**src/sv/adsr_pkg.sv**
```systemverilog
// Shared constants and types for the linear ADSR envelope generator.
// Stage codes, operation codes and configuration register map.
// No dependencies.
`timescale 1ns / 1ps

package adsr_pkg;

    localparam int DEF_LEVEL_FRAC_BITS = 16;

    typedef logic [2:0] stage_t;
    typedef logic [1:0] op_t;
    typedef logic [1:0] reg_idx_t;

    localparam stage_t ST_IDLE    = 3'd0;
    localparam stage_t ST_ATTACK  = 3'd1;
    localparam stage_t ST_DECAY   = 3'd2;
    localparam stage_t ST_SUSTAIN = 3'd3;
    localparam stage_t ST_RELEASE = 3'd4;

    localparam op_t OP_TICK    = 2'd0;
    localparam op_t OP_TRIGGER = 2'd1;
    localparam op_t OP_RELEASE = 2'd2;

    // APB register map, one 32-bit register per word
    localparam int APB_ADDR_W = 4;
    localparam int APB_DATA_W = 32;

    localparam reg_idx_t REG_ATTACK_STEP   = 2'd0;
    localparam reg_idx_t REG_DECAY_STEP    = 2'd1;
    localparam reg_idx_t REG_SUSTAIN_LEVEL = 2'd2;

endpackage

```
**src/sv/adsr_cfg_regs.sv**
```systemverilog
// APB configuration registers: attack step, decay step, sustain level.
// Depends on adsr_pkg.
`timescale 1ns / 1ps

module adsr_cfg_regs
    import adsr_pkg::*;
#(
    parameter int LEVEL_FRAC_BITS = DEF_LEVEL_FRAC_BITS
)
(
    input  logic                       clk,
    input  logic                       rst_n,
    input  logic                       psel,
    input  logic                       penable,
    input  logic                       pwrite,
    input  logic [APB_ADDR_W-1:0]      paddr,
    input  logic [APB_DATA_W-1:0]      pwdata,
    output logic [APB_DATA_W-1:0]      prdata,
    output logic                       pready,
    output logic [LEVEL_FRAC_BITS:0]   attack_step,
    output logic [LEVEL_FRAC_BITS:0]   decay_step,
    output logic [LEVEL_FRAC_BITS:0]   sustain_level
);

    localparam int LW = LEVEL_FRAC_BITS + 1;
    localparam logic [LW-1:0] FULL = {1'b1, {LEVEL_FRAC_BITS{1'b0}}};

    logic [LW-1:0] attack_reg;
    logic [LW-1:0] decay_reg;
    logic [LW-1:0] sustain_reg;
    logic          wr_en;
    reg_idx_t      idx;

    assign pready = 1'b1;
    assign wr_en  = psel && penable && pwrite;
    assign idx    = paddr[3:2];

    always_ff @(posedge clk or negedge rst_n)
    begin
        if (!rst_n)
        begin
            attack_reg  <= '0;
            decay_reg   <= '0;
            sustain_reg <= FULL;
        end
        else if (wr_en)
        begin
            case (idx)
                REG_ATTACK_STEP:   attack_reg  <= pwdata[LW-1:0];
                REG_DECAY_STEP:    decay_reg   <= pwdata[LW-1:0];
                REG_SUSTAIN_LEVEL: sustain_reg <= pwdata[LW-1:0];
                default:           ;
            endcase
        end
    end

    always_comb
    begin
        case (idx)
            REG_ATTACK_STEP:   prdata = APB_DATA_W'(attack_reg);
            REG_DECAY_STEP:    prdata = APB_DATA_W'(decay_reg);
            REG_SUSTAIN_LEVEL: prdata = APB_DATA_W'(sustain_reg);
            default:           prdata = '0;
        endcase
    end

    assign attack_step   = attack_reg;
    assign decay_step    = decay_reg;
    assign sustain_level = sustain_reg;

endmodule

```
**src/sv/adsr_step.sv**
```systemverilog
// Next-state logic of the envelope: one add or subtract and compare per word.
// Purely combinational. Depends on adsr_pkg.
`timescale 1ns / 1ps

module adsr_step
    import adsr_pkg::*;
#(
    parameter int LEVEL_FRAC_BITS = DEF_LEVEL_FRAC_BITS
)
(
    input  op_t                        op,
    input  logic [LEVEL_FRAC_BITS:0]   rel_in,
    input  logic [LEVEL_FRAC_BITS:0]   cur_level,
    input  stage_t                     cur_stage,
    input  logic [LEVEL_FRAC_BITS:0]   cur_rel,
    input  logic [LEVEL_FRAC_BITS:0]   attack_step,
    input  logic [LEVEL_FRAC_BITS:0]   decay_step,
    input  logic [LEVEL_FRAC_BITS:0]   sustain_level,
    output logic [LEVEL_FRAC_BITS:0]   nxt_level,
    output stage_t                     nxt_stage,
    output logic [LEVEL_FRAC_BITS:0]   nxt_rel
);

    localparam int LW = LEVEL_FRAC_BITS + 1;
    localparam logic [LW-1:0] FULL = {1'b1, {LEVEL_FRAC_BITS{1'b0}}};

    function automatic logic [LW-1:0] sat_full(input logic [LW-1:0] v);
        return (v > FULL) ? FULL : v;
    endfunction

    logic [LW-1:0] sus;
    logic [LW-1:0] att;
    logic [LW-1:0] dec;
    logic [LW:0]   att_sum;
    logic [LW-1:0] dec_lvl;
    logic [LW-1:0] rel_lvl;

    always_comb
    begin
        sus     = sat_full(sustain_level);
        att     = sat_full(attack_step);
        dec     = sat_full(decay_step);
        att_sum = {1'b0, cur_level} + {1'b0, att};
        dec_lvl = (cur_level > dec) ? cur_level - dec : '0;
        rel_lvl = (cur_level > cur_rel) ? cur_level - cur_rel : '0;

        nxt_level = cur_level;
        nxt_stage = cur_stage;
        nxt_rel   = cur_rel;

        case (op)
            OP_TICK:
            begin
                case (cur_stage)
                    ST_ATTACK:
                    begin
                        if (att_sum >= {1'b0, FULL})
                        begin
                            if (decay_step == '0)
                            begin
                                nxt_level = sus;
                                nxt_stage = ST_SUSTAIN;
                            end
                            else
                            begin
                                nxt_level = FULL;
                                nxt_stage = ST_DECAY;
                            end
                        end
                        else
                        begin
                            nxt_level = att_sum[LW-1:0];
                        end
                    end
                    ST_DECAY:
                    begin
                        if (dec_lvl <= sus)
                        begin
                            nxt_level = sus;
                            nxt_stage = ST_SUSTAIN;
                        end
                        else
                        begin
                            nxt_level = dec_lvl;
                        end
                    end
                    ST_SUSTAIN:
                    begin
                        nxt_level = sus;
                    end
                    ST_RELEASE:
                    begin
                        nxt_level = rel_lvl;
                        if (rel_lvl == '0)
                        begin
                            nxt_stage = ST_IDLE;
                        end
                    end
                    default:
                    begin
                        nxt_level = '0;
                        nxt_stage = ST_IDLE;
                    end
                endcase
            end
            OP_TRIGGER:
            begin
                nxt_rel = '0;
                if (attack_step == '0)
                begin
                    if (decay_step == '0)
                    begin
                        nxt_level = sus;
                        nxt_stage = ST_SUSTAIN;
                    end
                    else
                    begin
                        nxt_level = FULL;
                        nxt_stage = ST_DECAY;
                    end
                end
                else
                begin
                    nxt_level = '0;
                    nxt_stage = ST_ATTACK;
                end
            end
            OP_RELEASE:
            begin
                // release while idle is ignored, stored step kept
                if (cur_stage != ST_IDLE)
                begin
                    nxt_rel   = sat_full(rel_in);
                    nxt_stage = ST_RELEASE;
                end
            end
            default:
            begin
                nxt_level = cur_level;
            end
        endcase
    end

endmodule

```
**src/sv/adsr_env_core.sv**
```systemverilog
// Envelope pipeline: input register, envelope state, result register.
// Depends on adsr_pkg and adsr_step.
`timescale 1ns / 1ps

module adsr_env_core
    import adsr_pkg::*;
#(
    parameter int LEVEL_FRAC_BITS = DEF_LEVEL_FRAC_BITS
)
(
    input  logic                       clk,
    input  logic                       rst_n,
    input  logic                       in_valid,
    output logic                       in_ready,
    input  op_t                        operation,
    input  logic [LEVEL_FRAC_BITS:0]   release_step,
    output logic                       out_valid,
    input  logic                       out_ready,
    output logic [LEVEL_FRAC_BITS:0]   level,
    output stage_t                     stage,
    output logic                       idle,
    input  logic [LEVEL_FRAC_BITS:0]   attack_step,
    input  logic [LEVEL_FRAC_BITS:0]   decay_step,
    input  logic [LEVEL_FRAC_BITS:0]   sustain_level
);

    localparam int LW = LEVEL_FRAC_BITS + 1;

    logic          in_valid_reg;
    op_t           op_reg;
    logic [LW-1:0] rel_in_reg;

    logic [LW-1:0] env_level_reg;
    stage_t        env_stage_reg;
    logic [LW-1:0] rel_step_reg;

    logic [LW-1:0] env_level_next;
    stage_t        env_stage_next;
    logic [LW-1:0] rel_step_next;

    logic          out_valid_reg;
    logic [LW-1:0] level_reg;
    stage_t        stage_reg;

    logic          advance;

    // pipe moves unless a result is held by the sink; an empty input register still loads
    assign advance  = !out_valid_reg || out_ready;
    assign in_ready = !in_valid_reg || advance;

    always_ff @(posedge clk or negedge rst_n)
    begin
        if (!rst_n)
        begin
            in_valid_reg <= 1'b0;
        end
        else if (in_ready)
        begin
            in_valid_reg <= in_valid;
        end
    end

    always_ff @(posedge clk)
    begin
        if (in_ready && in_valid)
        begin
            op_reg     <= operation;
            rel_in_reg <= release_step;
        end
    end

    adsr_step #(
        .LEVEL_FRAC_BITS (LEVEL_FRAC_BITS)
    ) u_step (
        .op            (op_reg),
        .rel_in        (rel_in_reg),
        .cur_level     (env_level_reg),
        .cur_stage     (env_stage_reg),
        .cur_rel       (rel_step_reg),
        .attack_step   (attack_step),
        .decay_step    (decay_step),
        .sustain_level (sustain_level),
        .nxt_level     (env_level_next),
        .nxt_stage     (env_stage_next),
        .nxt_rel       (rel_step_next)
    );

    always_ff @(posedge clk or negedge rst_n)
    begin
        if (!rst_n)
        begin
            env_level_reg <= '0;
            env_stage_reg <= ST_IDLE;
            rel_step_reg  <= '0;
            out_valid_reg <= 1'b0;
        end
        else if (advance)
        begin
            out_valid_reg <= in_valid_reg;
            if (in_valid_reg)
            begin
                env_level_reg <= env_level_next;
                env_stage_reg <= env_stage_next;
                rel_step_reg  <= rel_step_next;
            end
        end
    end

    // result shows the level before the update and the stage after it
    always_ff @(posedge clk)
    begin
        if (advance && in_valid_reg)
        begin
            level_reg <= env_level_reg;
            stage_reg <= env_stage_next;
        end
    end

    assign out_valid = out_valid_reg;
    assign level     = level_reg;
    assign stage     = stage_reg;
    assign idle      = (stage_reg == ST_IDLE);

endmodule

```
**src/sv/adsr_envelope_generator_top.sv**
```systemverilog
// Linear ADSR envelope generator, unsigned fixed-point level, 1.0 = 2^LEVEL_FRAC_BITS.
// An accepted word passes the input register and then the result register.
// Throughput: one word per cycle unless the sink holds a result; the single add/subtract and compare stage sets it.
// Reset (rst_n, async, active low): pipe empty, level 0, stage idle, release step 0,
// attack and decay steps 0, sustain level full scale.
// Depends on adsr_pkg, adsr_cfg_regs, adsr_env_core.
`timescale 1ns / 1ps

module adsr_envelope_generator_top
    import adsr_pkg::*;
#(
    parameter int LEVEL_FRAC_BITS = DEF_LEVEL_FRAC_BITS
)
(
    input  logic                       clk,
    input  logic                       rst_n,
    input  logic                       psel,
    input  logic                       penable,
    input  logic                       pwrite,
    input  logic [APB_ADDR_W-1:0]      paddr,
    input  logic [APB_DATA_W-1:0]      pwdata,
    output logic [APB_DATA_W-1:0]      prdata,
    output logic                       pready,
    input  logic                       in_valid,
    output logic                       in_ready,
    input  logic [1:0]                 operation,
    input  logic [LEVEL_FRAC_BITS:0]   release_step,
    output logic                       out_valid,
    input  logic                       out_ready,
    output logic [LEVEL_FRAC_BITS:0]   level,
    output logic [2:0]                 stage,
    output logic                       idle
);

    logic [LEVEL_FRAC_BITS:0] attack_step;
    logic [LEVEL_FRAC_BITS:0] decay_step;
    logic [LEVEL_FRAC_BITS:0] sustain_level;

    adsr_cfg_regs #(
        .LEVEL_FRAC_BITS (LEVEL_FRAC_BITS)
    ) u_cfg (
        .clk           (clk),
        .rst_n         (rst_n),
        .psel          (psel),
        .penable       (penable),
        .pwrite        (pwrite),
        .paddr         (paddr),
        .pwdata        (pwdata),
        .prdata        (prdata),
        .pready        (pready),
        .attack_step   (attack_step),
        .decay_step    (decay_step),
        .sustain_level (sustain_level)
    );

    adsr_env_core #(
        .LEVEL_FRAC_BITS (LEVEL_FRAC_BITS)
    ) u_core (
        .clk           (clk),
        .rst_n         (rst_n),
        .in_valid      (in_valid),
        .in_ready      (in_ready),
        .operation     (operation),
        .release_step  (release_step),
        .out_valid     (out_valid),
        .out_ready     (out_ready),
        .level         (level),
        .stage         (stage),
        .idle          (idle),
        .attack_step   (attack_step),
        .decay_step    (decay_step),
        .sustain_level (sustain_level)
    );

endmodule

```
**config.mk**
```make
export PLATFORM = sky130hd
export DESIGN_NAME = adsr_envelope_generator_top
export DESIGN_NICKNAME = d
export VERILOG_FILES = /design/src/sv/adsr_pkg.sv /design/src/sv/adsr_cfg_regs.sv /design/src/sv/adsr_step.sv /design/src/sv/adsr_env_core.sv /design/src/sv/adsr_envelope_generator_top.sv
export SDC_FILE = /design/constraint.sdc
export NUM_CORES = 1
export LEC_CHECK = 0
export BUFFER_PORTS_ARGS = -buffer_cell sky130_fd_sc_hd__clkbuf_2
export CORE_MARGIN = 1.5
export CORE_UTILIZATION = 54
export CTS_BUF_LIST = sky130_fd_sc_hd__clkbuf_8
export CTS_CLUSTER_SIZE = 8
export DETAILED_ROUTE_END_ITERATION = 12
export MAX_ROUTING_LAYER = met4
export PLACE_DENSITY = 0.82
export SLEW_MARGIN = 30
export SYNTH_ARGS = -nofsm -noshare
export SYNTH_HDL_FRONTEND = slang
export SYNTH_SLANG_ARGS = --single-unit
```
**constraint.sdc**
```tcl
create_clock -name clk -period 5.5 [get_ports clk]
set_input_delay 0.825 -clock clk [delete_from_list [all_inputs] [get_ports clk]]
set_output_delay 0.825 -clock clk [all_outputs]
set_load 0.1 [all_outputs]
```
Word-level counts from Yosys, hierarchy flattened:

Cells that the tools add are included.
W data, S select, Z words.

* reduce and logical (&&, ||, !) cells: 23
* order comparisons: 8
* equal/unequal tests: 9
* multiplexer cells: 23
* add/sub/neg operators: 3

Operators by type and width (number)
* $mux W17: 11
* $gt A17 B17 Y1 const B: 4
* $pmux W17 S2: 2
* $pmux W17 S4: 1
* $logic_not A17 Y1: 3
* $pmux W17 S3: 1
* $gt A17 B17 Y1: 2
* $sub A17 B17 Y17: 2
* $add A17 B17 Y18: 1
* $ge A18 B17 Y1 const B: 1
* $le A17 B17 Y1: 1
* $mux W3: 5
* $pmux W3 S4: 1
* $pmux W3 S3: 1
* $reduce_and A2 Y1: 4
* $eq A3 B2 Y1 const B: 2
* $eq A2 B1 Y1 const B: 2
* $eq A2 B2 Y1 const B: 2
* $logic_and A1 B1 Y1: 4
* $logic_not A2 Y1: 2
* $reduce_and A4 Y1: 1
* $reduce_bool A2 Y1: 2
* $eq A3 B1 Y1 const B: 1
* $eq A3 B3 Y1 const B: 1
* 7 further kinds: 9

* register bits: 129
* output and inout port bits: 56

Longest topological paths before layout:

* depth in word-level cells: 8
* mapped depth: 25
* depth with buffers taken out: 23

By module:

Synthesis repeated with hierarchy kept, for this count alone.

* cell total of the unflattened synthesis: 1006
* area total of the unflattened synthesis: 9859.5 um^2

By module, submodules not included
* adsr_step: cells an instance 693, area an instance 4667.0 um^2, instances 1, sequential area each 0.0 um^2
* adsr_env_core: cells an instance 127, area an instance 2728.9 um^2, instances 1, sequential area each 2147.1 um^2
* adsr_cfg_regs: cells an instance 186, area an instance 2463.6 um^2, instances 1, sequential area each 1277.5 um^2

Worst setup path after synthesis:

OpenSTA, ideal clock, no wires.

* path type: reg2reg
* start: register u_cfg.decay_reg[3], in the netlist u_cfg.decay_step[3]
* end: register u_core.env_level_reg[11]
* setup slack: 0.527 ns
* library setup time: 0.126 ns
* required time: 5.374 ns
* arrival time: 4.847 ns
* path buffers: 2
* period minus slack after synthesis: 4.973 ns
* stages on the path, launching flop included: 26
* path through: dfrtp_1 nor4_1 nand4_1 nand2_1 and2_1 ha_1 inv_1 fa_1 a21oi_1 o2111ai_1 nand3_1 o211ai_1 a21oi_1 xnor2_1 and2_1 ha_1 nand4_2 nor4_2 a21o_1 a31oi_1 nor2b_1 buf_2 and2_1 clkbuf_2 a21o_1 o32a_1

* longest elaborated chain between the ends: 8
* elaborated cells between the ends (all ways): 13
* classes of those cells: 1 x add/sub; 3 x order compare; 8 x mux; 1 x reduce/logical

RTL lines
* start, declared: line adsr_cfg_regs.sv:29 `logic [LW-1:0] decay_reg;`
* start signal, assigned: line adsr_cfg_regs.sv:50 `REG_DECAY_STEP: decay_reg <= pwdata[LW-1:0];`
* $gt A17 B17 Y1: line adsr_step.sv:28 `return (v > FULL) ? FULL : v;`
* $mux W17: line adsr_step.sv:28
* $sub A17 B17 Y17 / $gt A17 B17 Y1 (equally long branches): line adsr_step.sv:44 `dec_lvl = (cur_level > dec) ? cur_level - dec : '0;`
* $mux W17: line adsr_step.sv:44
* $le A17 B17 Y1: line adsr_step.sv:77 `if (dec_lvl <= sus)`
* $mux W17: line adsr_step.sv:77
* $pmux W17 S4: line adsr_step.sv:54 `case (cur_stage)`
* $pmux W17 S2 *: line adsr_step.sv:51 `case (op)`
* end signal, assigned: line adsr_env_core.sv:102 `env_level_reg <= env_level_next;`
* end, declared: line adsr_env_core.sv:33 `logic [LW-1:0] env_level_reg;`

Mark *: on every way between the ends. The rest lies on a longest branch, timed or not.
A chain may end at the register's enable or synchronous reset.

Worst setup path in the final report:

* start: register u_cfg.decay_reg[3], in the netlist u_cfg.decay_step[3]
* end: register u_core.env_level_reg[4]

The elaborated chain is that of the path after synthesis.

==> qor.yml <==
clkTransAtPathRegs_ns: 0.09
p_leak_nw: 4.75
use_met3_pct: 4.86
p_sw_mw: 3.28
cts_max_level: 4
synth_cell_types: 82
initial_core_util_pct: 54.9
clkSinkCount: 129
status: "finished clean"
ir_drop_mv: 0.264
cts_buffer_depth: 2
synth_commonest_cells: "105 x nand2_1, 89 x dfrtp_1, 68 x ha_1"
drc_errors: 0
maxCapViolations: 0
async_flop_share_pct: 69.8
clockPowerShare_pct: 11.7
dp_hpwl_um: 20300
fmax_mhz: 186
globalRouteOverflowTotal: 0
synth_top_area_share_pct: 23.5
drive_above_1_share_pct: 25.4
critPathRequiredTime_ns: 5.87
syn_area_per_cell_sq_um: 9.34
reg2reg_from: "u_cfg.decay_step[3]$_DFFE_PN0P_"
avgRoutedWirePerCell_um: 20.1
die_y_um: 135
gr-usage-met2_pct: 46.9
grt_pass1_vias: 7989
yosysMostFrequentCell: "nand2_1"
grt_start_max_net_pins: 50
synth_area_sq_um: 9460
worst_pin_slew_ns: 0.874
ys_top_cells_by_area: "dfrtp_1 24%, edfxtp_1 12%, ha_1 9.0%"
areaGrowthSynthToFinish_pct: 17.2
p_per_area_nw_per_um2: 586
use_met1_pct: 41.0
antenna_found_initial: 0
critPathMaxFanout: 12
cp_slowest_cell: "dfrtp_1"
crit_family: "simple AND/OR/NAND/NOR gates"
placed_cells: 1337
synth_ff_type: "dfrtp_1"
period_share_pct: 97.7
busiest_layer: "met2"
setup_viol: 0
whs_ns: 0.357
firstDrtPassIters: 6
postSynthCellCount: 1013
critPathLaunchType: "flop"
antenna_cells: 0
slew_headroom_pct: 41.6
cp-end-kind: "flop"
final-max-slew-violation-count: 0
viasPerCell: 6.29
internal-power_mw: 3.23
crit_start: "u_cfg.decay_step[3]$_DFFE_PN0P_"
netlist.top_cell.by_area: "dfrtp_1"
min_path_type: "input pin to asynchronous set/reset pin"
post-route-min-period_ns: 5.37
final-hold-violation-count: 0
tns_ns: 0
portBuffers: 84
fin_nets: 1266
cts_tree: "done"
routed_wirelength_um: 27500
synth_warnings: 0
dieArea_sq_um: 18300
crit_buf_inv: 6
grt_pass1_wl_um: 41900
switching_share_pct: 50.4
fin_skew_ns: 0.0107
vias: 8619
synth-edff-count: 39
cp_data_arrival_time_ns: 5.74
dieWidth_um: 135
drt_iter0_markers: 1072
root_buffer: "clkbuf_8"
pin_count: 118
path_class: "flop to flop"
ys_seq_area_share_pct: 36.2
synth_seq_cells: 129
gp_routability_congestion: 0.952
stdcell_count: 1371
core_area_sq_um: 17200
drtAntennaViolNets: 0
power_frac_seq_pct: 22.8
track_usage_pct: 30.7
combPwrFrac_pct: 65.5
cts_buffers: 17
rows: 48
clkLatencyLatePin_ns: 0.48
cpPeakStageDelay_ns: 0.41
-- placed cells by master (no fill, tap or decap), types with 15 or more instances in the layout --
| cell | Yosys | routed |
|---|---|---|
| inv_1 | 35 | 34 |
| ha_1 | 68 | 57 |
| nor3_1 | 21 | 20 |
| nand4_1 | 15 | 15 |
| nor4_1 | 20 | 17 |
| a31oi_1 | 18 | 17 |
| a21o_1 | 20 | 20 |
| buf_4 | 16 | 58 |
| nand3_1 | 26 | 25 |
| mux2_2 | 51 | 51 |
| clkbuf_8 | 0 | 17 |
| nor2_1 | 48 | 47 |
| edfxtp_1 | 39 | 39 |
| xnor2_1 | 25 | 24 |
| mux2i_1 | 21 | 21 |
| a21oi_1 | 57 | 53 |
| nand2_1 | 105 | 102 |
| a22o_1 | 16 | 16 |
| dfrtp_1 | 89 | 89 |
| o21ai_0 | 48 | 48 |
| conb_1 | 2 | 16 |
| or3_1 | 15 | 15 |
| and2_1 | 25 | 20 |
| clkbuf_2 | 4 | 83 |
| nor2b_1 | 29 | 27 |
-- cell type report --
| type | instances | area, sq um |
|---|---|---|
| Inverter | 37 | 139 |
| Clock inverter | 15 | 121 |
| Timing Repair Buffer | 145 | 918 |
| Multi-Input combinational cell | 803 | 5970 |
| Fill cell | 1402 | 6140 |
| Tap cell | 225 | 282 |
| Sequential cell | 129 | 3420 |
| Clock buffer | 17 | 234 |
-- path summary, 6_finish.rpt --
| path | endpoint | cells past startpoint | slack, ns |
|---|---|---|---|
| worst max register to register | u_core.env_level_reg[4]$_DFFE_PN0P_ | 26 | 0.13 |
| worst max-delay path | u_core.env_level_reg[4]$_DFFE_PN0P_ | 26 | 0.13 |
| max in group asynchronous | u_core.rel_step_reg[9]$_DFFE_PN0P_ | 2 | 4.09 |
| worst min register to register | u_core.rel_step_reg[12]$_DFFE_PN0P_ | 1 | 0.50 |
| worst min-delay path | u_cfg.sustain_level[14]$_DFFE_PN0P_ | 1 | 0.36 |
| min in group clk | u_core.rel_step_reg[12]$_DFFE_PN0P_ | 1 | 0.50 |
-- through the flow --
stage               instance area [sq um]  power, mW  setup slack [ns]  util (%)
finish                              11100       6.51             0.128      64.4
global route                        11100       6.89            -0.103      64.4
CTS                                 10800       6.10           0.00707      62.5
detailed placement                  10400       5.27            -0.117      60.2
global placement                    10400       5.22           -0.0679      60.2
floorplan                            9510       4.19             0.527         -
-- power groups by stage --
stage / Combinational [mW] / Sequential, mW / Clock, mW
3_5_place_dp: 3.79 / 1.48 / 0
4_1_cts: 3.86 / 1.46 / 0.768
5_1_grt: 4.58 / 1.50 / 0.813
6_report: 4.26 / 1.48 / 0.763
3_3_place_gp: 3.74 / 1.48 / 0
2_1_floorplan: 2.63 / 1.56 / 0
-- kinds of logic (layout without fill, tap and decap cells) --
family / after synthesis / in the layout / synth area share (%)
xor+xnor: 35 / 35 / 3.24
simple gates: 346 / 346 / 18.7
compound gates: 262 / 262 / 19.0
mux: 73 / 73 / 8.45
flops: 129 / 129 / 36.2
fa+ha+maj: 71 / 71 / 9.63
other cells: 2 / 16 / 0.0794
buf+inv: 95 / 214 / 4.76
-- routing by layer --
| layer | up-vias | wire length [um] |
|---|---|---|
| met2 | 419 | 12700 |
| met1 | 4119 | 11900 |
| met5 | - | 0 |
| met3 | 75 | 1920 |
| met4 | 0 | 921 |
| li1 | 4006 | - |
-- repair_timing --
action	CTS	global route
pin swaps	0	33
gates cloned	0	1
setup endpoints to repair	17	19
gates resized for setup	5	51
setup buffers	0	2
hold buffers	0	0
No activity file was read; power rests on OpenSTA's default activity.
